$ cat src/rws_pkg.sv
// rws_pkg: shared widths, constants, codes and types of the raycast wall-slice block
// no dependencies; imported by the channel interfaces and every module
package rws_pkg;

  // screen geometry
  localparam int SCREEN_WIDTH  = 1024;
  localparam int SCREEN_HEIGHT = 512;

  // fixed-point formats
  localparam int FRAC_W   = 16;
  localparam int COL_W    = 10;
  localparam int CELL_W   = 8;
  localparam int POS_W    = 24;
  localparam int VEC_W    = 19;
  localparam int CAM_W    = 18;
  localparam int RAY_W    = 21;
  localparam int NUM_W    = 26;
  localparam int AN_W     = 25;
  localparam int AR_W     = 20;
  localparam int DIST_W   = 24;
  localparam int HGT_W    = 16;
  localparam int TEXW_W   = 13;
  localparam int TEXC_W   = 12;
  localparam int ROW_W    = 9;
  localparam int AN_LO_W  = DIST_W - FRAC_W;
  localparam int ADDR_W   = 5;

  localparam logic [DIST_W-1:0] DIST_MAX   = '1;
  localparam logic [HGT_W-1:0]  HEIGHT_MAX = '1;

  // wall faces
  localparam logic [1:0] FACE_EAST  = 2'd0;
  localparam logic [1:0] FACE_WEST  = 2'd1;
  localparam logic [1:0] FACE_NORTH = 2'd2;
  localparam logic [1:0] FACE_SOUTH = 2'd3;

  // register map, word index
  typedef enum logic [2:0] {
    REG_POS_X     = 3'd0,
    REG_POS_Y     = 3'd1,
    REG_DIR_X     = 3'd2,
    REG_DIR_Y     = 3'd3,
    REG_PLANE_X   = 3'd4,
    REG_PLANE_Y   = 3'd5,
    REG_TEX_WIDTH = 3'd6
  } reg_idx_t;

  typedef logic signed [RAY_W-1:0] ray_t;

  // sideband that rides along the distance divider
  typedef struct packed {
    logic               neg;
    logic               zero;
    logic               sat;
    logic [AN_LO_W-1:0] an_lo;
    logic [AR_W-1:0]    ar;
    ray_t               ray_other;
    logic               side;
    logic [1:0]         face;
    logic               mirror;
  } dsb_t;

  // transaction entering the height divider
  typedef struct packed {
    logic              valid;
    logic [DIST_W-1:0] distance;
    logic [TEXC_W-1:0] tex_column;
    logic [1:0]        wall_face;
  } hd_in_t;

  // transaction leaving the height divider
  typedef struct packed {
    logic              valid;
    logic [DIST_W-1:0] distance;
    logic [HGT_W-1:0]  height;
    logic [TEXC_W-1:0] tex_column;
    logic [1:0]        wall_face;
  } hd_out_t;

endpackage

$ cat src/rws_height_div.sv
// rws_height_div: pipelined restoring divider, line height = SCREEN_HEIGHT*2^16 / dist
// one quotient bit per stage; depends on rws_pkg
module rws_height_div import rws_pkg::*; (
  input  logic    clk,
  input  logic    rst,
  input  logic    en,
  input  hd_in_t  din,
  output hd_out_t dout
);

  localparam int NSTG = HGT_W;

  logic              v   [0:NSTG];
  logic [DIST_W-1:0] rem [0:NSTG];
  logic [HGT_W-1:0]  q   [0:NSTG];
  logic [DIST_W-1:0] dv  [0:NSTG];
  logic              sat [0:NSTG];
  logic [TEXC_W-1:0] tc  [0:NSTG];
  logic [1:0]        fc  [0:NSTG];

  // stage 0 seeds the remainder with the integer part of the dividend
  assign v[0]   = din.valid;
  assign rem[0] = DIST_W'(SCREEN_HEIGHT);
  assign q[0]   = '0;
  assign dv[0]  = din.distance;
  assign sat[0] = (din.distance <= DIST_W'(SCREEN_HEIGHT));
  assign tc[0]  = din.tex_column;
  assign fc[0]  = din.wall_face;

  for (genvar k = 0; k < NSTG; k++) begin : g_stage
    logic [DIST_W:0] trial;
    logic            ge;

    // shift in a zero, subtract when it fits
    assign trial = {rem[k], 1'b0};
    assign ge    = (trial >= {1'b0, dv[k]});

    always_ff @(posedge clk) begin
      if (rst) begin
        v[k+1] <= 1'b0;
      end else if (en) begin
        v[k+1] <= v[k];
      end
    end

    always_ff @(posedge clk) begin
      if (en) begin
        rem[k+1] <= ge ? DIST_W'(trial - {1'b0, dv[k]}) : trial[DIST_W-1:0];
        q[k+1]   <= q[k] | (HGT_W'(ge) << (NSTG - 1 - k));
        dv[k+1]  <= dv[k];
        sat[k+1] <= sat[k];
        tc[k+1]  <= tc[k];
        fc[k+1]  <= fc[k];
      end
    end
  end

  // saturate for distances at or below the screen height, including zero
  assign dout.valid      = v[NSTG];
  assign dout.distance   = dv[NSTG];
  assign dout.height     = sat[NSTG] ? HEIGHT_MAX : q[NSTG];
  assign dout.tex_column = tc[NSTG];
  assign dout.wall_face  = fc[NSTG];

endmodule

$ cat config.mk
export PLATFORM = sky130hd
export DESIGN_NAME = rws_height_div
export DESIGN_NICKNAME = d
export VERILOG_FILES = /design/src/rws_pkg.sv /design/src/rws_height_div.sv
export SDC_FILE = /design/constraint.sdc
export NUM_CORES = 2
export LEC_CHECK = 0
export BUFFER_PORTS_ARGS = -buffer_cell sky130_fd_sc_hd__buf_2
export CAP_MARGIN = 20
export CORE_MARGIN = 2
export CORE_UTILIZATION = 55
export CTS_BUF_LIST = sky130_fd_sc_hd__clkbuf_8 sky130_fd_sc_hd__clkbuf_16
export CTS_CLUSTER_SIZE = 28
export DETAILED_ROUTE_END_ITERATION = 10
export PLACE_DENSITY_LB_ADDON = 0.2
export SLEW_MARGIN = 10
export SYNTH_ARGS = -nofsm -noshare
export SYNTH_HDL_FRONTEND = slang
export SYNTH_SLANG_ARGS = --single-unit
$ cat constraint.sdc
create_clock -name clk -period 3.7 [get_ports clk]
set_clock_uncertainty 0.1 [all_clocks]
set_input_delay 0.185 -clock clk [delete_from_list [all_inputs] [get_ports clk]]
set_output_delay 0.185 -clock clk [all_outputs]
set_load 0.01 [all_outputs]
Yosys cells after proc, flatten, opt, wreduce, memory -nomap -nowiden
Cells that the tools add are included.
Cells by class
  $add $sub $neg: 15
  magnitude comparators: 17
  muxes and demuxes: 15
  bitwise logic cells: 15
Operator list (number)
  $ge A25 B24 Y1: 15
  $mux W24: 14
  $sub A24 B24 Y24: 14
  $ge A11 B24 Y1 const A: 1
  $le A24 B10 Y1 const B: 1
  $sub A11 B24 Y24 const A: 1
  $mux W16: 1
  $or A16 B1 Y16: 1
  $or A16 B10 Y16: 1
  $or A16 B11 Y16: 1
  $or A16 B12 Y16: 1
  $or A16 B13 Y16: 1
  $or A16 B14 Y16: 1
  $or A16 B15 Y16: 1
  $or A16 B2 Y16: 1
  $or A16 B3 Y16: 1
  $or A16 B4 Y16: 1
  $or A16 B5 Y16: 1
  $or A16 B6 Y16: 1
  $or A16 B7 Y16: 1
  $or A16 B8 Y16: 1
  $or A16 B9 Y16: 1
Storage, ports and cells
  register bits after elaboration: 1241
  output and inout port bits: 55

Logic depth before layout (Yosys ltp)
  depth after elaboration: 2
  mapped depth: 14

Least setup slack after synthesis
Ideal clock, no wire load.
  path kind: flip-flop to flip-flop
  start point: register dv[49] (netlist name)
  end point: register rem, in the netlist g_stage[15].trial[18] (data pin)
  arrival time: 2.962 ns
  data required time: 3.340 ns
  slack: 0.378 ns
  cell stages (with the launch flop): 14
  path buffers: 2
  period minus slack after synthesis: 3.322 ns
  cell sequence: edfxtp_1 > inv_1 > ha_1 > nor2b_1 > o31a_1 > o221ai_1 > o211ai_1 > o41ai_1 > o21ai_1 > a211oi_1 > o21a_1 > buf_2 > buf_2 > mux2_2
On the way
  longest elaborated chain between the ends: 2
  elaborated cells between the ends (all ways): 3
  those cells by class: add/sub (1); order compare (1); mux (1)
Ends and longest elaborated chain
  start: declaration: line rws_height_div.sv:16  | logic [DIST_W-1:0] dv [0:NSTG];
  start signal: indexed assignment: line rws_height_div.sv:50  | dv[k+1] <= dv[k];
  $sub A24 B24 Y24 or $ge A25 B24 Y1 (tied branches): line rws_height_div.sv:48, rws_height_div.sv:36
  $mux W24 *: line rws_height_div.sv:48  | rem[k+1] <= ge ? DIST_W'(trial - {1'b0, dv[k]}) : trial[DIST_W-1:0];
  end signal: indexed assignment: line rws_height_div.sv:48
  end: declaration: line rws_height_div.sv:14  | logic [DIST_W-1:0] rem [0:NSTG];
Every way passes the cells marked *; elsewhere a longest branch is shown, timed or not.
A chain may end at the register's enable or synchronous reset.

Worst setup path in the final report
  start point: register dv[49] (netlist name)
  end point: register rem, in the netlist g_stage[15].trial[22] (data pin)
Same word-level chain as after synthesis.

==> metrics list <==
- The run finished, with violations left.
* Violations in the final reports: max-capacitance violations, max-slew violations
* Design internal power: 34.53 mW
* Primary flip-flop cell chosen by synthesis mapping: edfxtp_1
- Time the worst path needs with I/O delays and setup: 3.666 ns
- The worst hold path was traced through 2 stages.
- STA classifies the critical path endpoint as a register.
- Hold Violations, Final: 0
- Reg-to-Reg End: g_stage[15].trial[22]
* Post-synthesis instance area: 0.05622 sq mm
* Grt ovf: 0
- Counting cells, the worst reg-to-reg path comes to 13.
- Routed via count: 33710
* Clock slew seen by the registers of the worst setup and hold paths: 0.06 ns
- Die Wd: 323.7 um
* GRT Overall Usage: 20.67%
- The first global-routing pass estimated 172300 um of wire.
- The repair_antennas step left the layout with diodes totalling 0.
* Last weighted congestion value of the routability-driven placer: 0.9393
- Hold Path Origin: din[9]
* Aggregate routed wire length: 108600 um
* Count of warnings emitted by yosys: 0
* Routed vias/inst: 5.502
* Most frequent cell after synthesis: edfxtp_1
- The finished cells cover 0.06386 sq mm.
- Net switching is 33.18% of the power.
- Final setup TNS: 0 ns
- Average cell area after synthesis: 12.88 sq um
* Number of ports placed on the die boundary: 97
* CTS tree: yes
- Post-route clock period utilization: 99.07%
- Effective utilization at floorplan: 55.34%
* VDD IR-drop max: 0.5020 mV
* Number of port buffers: 96
- Of the synthesized area, sequential elements account for 60.39%.
- Max-cap violations in this run came to 1.
* Min-delay worst type: input pin to register
- In this run the power spent charging and discharging nets is 17.15 mW.
* Highest net fanout along the worst path: 10
- Measured against its own limit, the worst slew margin works out to -0.4926%.
- Clock latency on the worst-skew pair, taken at its later pin, is 0.73 ns.
- The first detailed-routing pass took 7 iterations.
* Cell type with the highest aggregate area in the netlist: edfxtp_1
- Entering global routing, the biggest net connects 118 pins.
- In this run the vertical extent of the chip is 323.7 um.
- DRT iter0 DRCs: 1914
- Placement Rows: 117
- In this run the critical register-to-register path is launched from dv[49].
* Cts bufs inserted: 118
- The setup check on the worst reg-to-reg path leaves a slack of 0.03 ns.
- Static timing analysis puts the maximum clock frequency at 272.8 MHz.
- Final count of negative-setup-slack endpoints: 0
* Clock Sink Count: 1136
- In this run the power density over the cells is 809.3 mW/mm^2.
- Area of the core: 0.1016 sq mm
- Critical path launch point type: register
* Comb pwr share: 40.3%
* Critical path start-end classification: register to register
- Synthesized-area fraction occupied by ao, oa, aoi and oai cells: 10.49%
* Adder-cell share of the synthesized area: 8.510%
- In this run the clock root is driven by a clkbuf_16.
- Slew of the pin with the lowest slew margin: 1.496 ns
- Counting instances in the post-synthesis netlist gives the leading cell types as edfxtp_1 (1120), inv_1 (441), ha_1 (360).
* Area growth from synthesis to final layout: 13.58%
* Required time at the endpoint of the critical path: 4.05 ns
- Of the total synthesized cell area, the portion taken by XOR and XNOR cells is 4.315%.
- The longest clock path from root to sink contains 3 buffers.
- Of the post-synthesis cell area, the part taken by muxes is 4.916%.
* Number of flops mapped to enable cells by yosys: 1120
- In the final layout, the share of cells above drive strength 1 is 14.79%.
* Layout Nets: 5079
- The detail route stage leaves a number of antenna-violating nets equal to 0.
- At the worst endpoint, the arrival time is 4.02 ns.
* Dominant combinational cell family by area after synthesis: compound AO/OA/AOI/OAI gates
* Sequential Power Share: 37.3%
- Mapped Cells: 4365
- Die ar.: 0.1048 sq mm
* Simple-gate share of the synthesized area: 7.308%
- Clk network pwr share: 22.4%
- Antenna violations before repair: 0
- In the post-synthesis netlist, the biggest area contributors are edfxtp_1 (60%), ha_1 (8.0%), mux2_2 (3.9%), inv_1 (2.9%), xnor2_1 (2.9%).
* Post-placement cell area: 0.05915 sq mm
- Slew Viols, Final: 1
* Total of fill cells in the finished design: 7826
- In this run the static leakage power is 25.73 nW.
- DRC viols: 0
* Ys async rst share: 0%
- The clock tree synthesis step divided the H-tree into 3 levels.
* Distinct cells, synth: 81
- The worst hold path terminates at tc[187].
* Half-perimeter wire length of the detailed placement result: 77420 um
* Average wire length per cell after detail routing: 17.72 um
* Number of flip-flops and latches in the synthesized netlist: 1136
* Vias in the first global route: 33750
* Top cell type's share of synthesized area: 59.82%
per-layer routing:
metal / share of wire, % / track usage [%] / vias up
li1: - / - / 16650
met1: 41 / 24.82 / 16170
met2: 51 / 37.26 / 668
met3: 4.0 / 2.735 / 226
met4: 4.0 / 8.786 / 0
met5: 0 / 0 / -
power by group through the flow:
stage | combinational [mW] | clock (mW) | sequential (mW)
3_5_place_dp | 20.0 | 0 | 19.5
4_1_cts | 20.4 | 11.9 | 19.3
3_3_place_gp | 19.6 | 0 | 19.5
6_report | 20.8 | 11.6 | 19.3
5_1_grt | 23.0 | 12.4 | 19.6
2_1_floorplan | 15.3 | 0 | 18.8
sequential cells by signal, indices dropped and copies added (netlist names):
signal	flops
fc	30
q	136
tc	180
v	15
dv	360
sat	16
g_stage.trial	360
dout	39
timing repair:
| action | 4_1_cts | 5_1_grt |
|---|---|---|
| hold endpoints to repair | 119 | 0 |
| resized for setup | 9 | 36 |
| endpoints found under the setup margin | 76 | 189 |
| setup buffers | 6 | 9 |
| gates cloned | 3 | 2 |
| pin swaps | 9 | 12 |
| hold buffers | 42 | 0 |
stage by stage:
step	util (%)	power, mW	cells	setup slack [ns]	hold slack (ns)
6_report	62.86	51.68	6128	0.03447	0.08191
4_1_cts	62.55	51.61	6116	0.01282	0.008975
2_1_floorplan	-	34.11	4370	0.3779	0.1839
5_1_grt	62.86	54.98	6128	-0.04110	0.05573
3_5_place_dp	58.22	39.56	5848	-0.1595	0.2631
3_3_place_gp	58.22	39.13	5848	-0.06753	0.2627
placed cells by master, fill, tap and decap left out, types with 27 or more instances in the layout:
master            n
edfxtp_1       1120
inv_1           462
ha_1            358
a21oi_1         294
nor2_1          250
o21ai_0         194
mux2_2          193
xnor2_1         183
nand2_1         177
a21o_1          137
clkbuf_16       120
buf_4           116
buf_2            96
xor2_1           94
nand3_1          72
o21a_1           58
nor2b_1          56
nand4_1          54
nand2b_1         48
nor3_1           44
dlygate4sd3_1    42
mux2i_1          35
a31oi_1          34
and2_1           28
buf_12           27
final cells by class:
type | count | area [sq um] | share of cell area (%)
Sequential cell | 1136 | 33950 | 53.17
Multi-Input combinational cell | 2682 | 20290 | 31.77
Tap cell | 1368 | 1712 | 2.680
Clock inverter | 93 | 834.6 | 1.307
Clock buffer | 124 | 3035 | 4.753
Timing Repair Buffer | 284 | 2377 | 3.723
Inverter | 441 | 1655 | 2.592
worst max path at each step:
stage / cells past startpoint / start / to
2_1_floorplan: 13 / dv[49] / g_stage[15].trial[18]
3_3_place_gp: 12 / g_stage[8].trial[1] / g_stage[9].trial[4]
3_5_place_dp: 12 / g_stage[8].trial[1] / g_stage[9].trial[3]
4_1_cts: 14 / dv[193] / g_stage[9].trial[14]
5_1_grt: 13 / dv[49] / g_stage[15].trial[22]
6_report: 13 / dv[49] / g_stage[15].trial[22]
logic make-up (layout without fill, tap and decap cells):
logic type      count (synthesis)  in the layout
other cells                     1              6
flops                        1136           1136
mux                           244            244
fa+ha+maj                     374            374
xor+xnor                      277            277
buf+inv                       555            942
simple gates                  838            838
compound gates                940            943
worst max-delay path, cell delays in order (launching register included):
cell	delay [ns]
edfxtp_1	0.44
inv_1	0.14
ha_4	0.21
nor2b_1	0.14
o31a_1	0.31
o221ai_2	0.15
buf_4	0.16
o211ai_1	0.16
o41ai_2	0.38
o21ai_1	0.14
a211oi_2	0.19
o21a_2	0.31
clkbuf_16	0.23
mux2_2	0.34
Note: power is estimated with default switching activity, not from simulation.
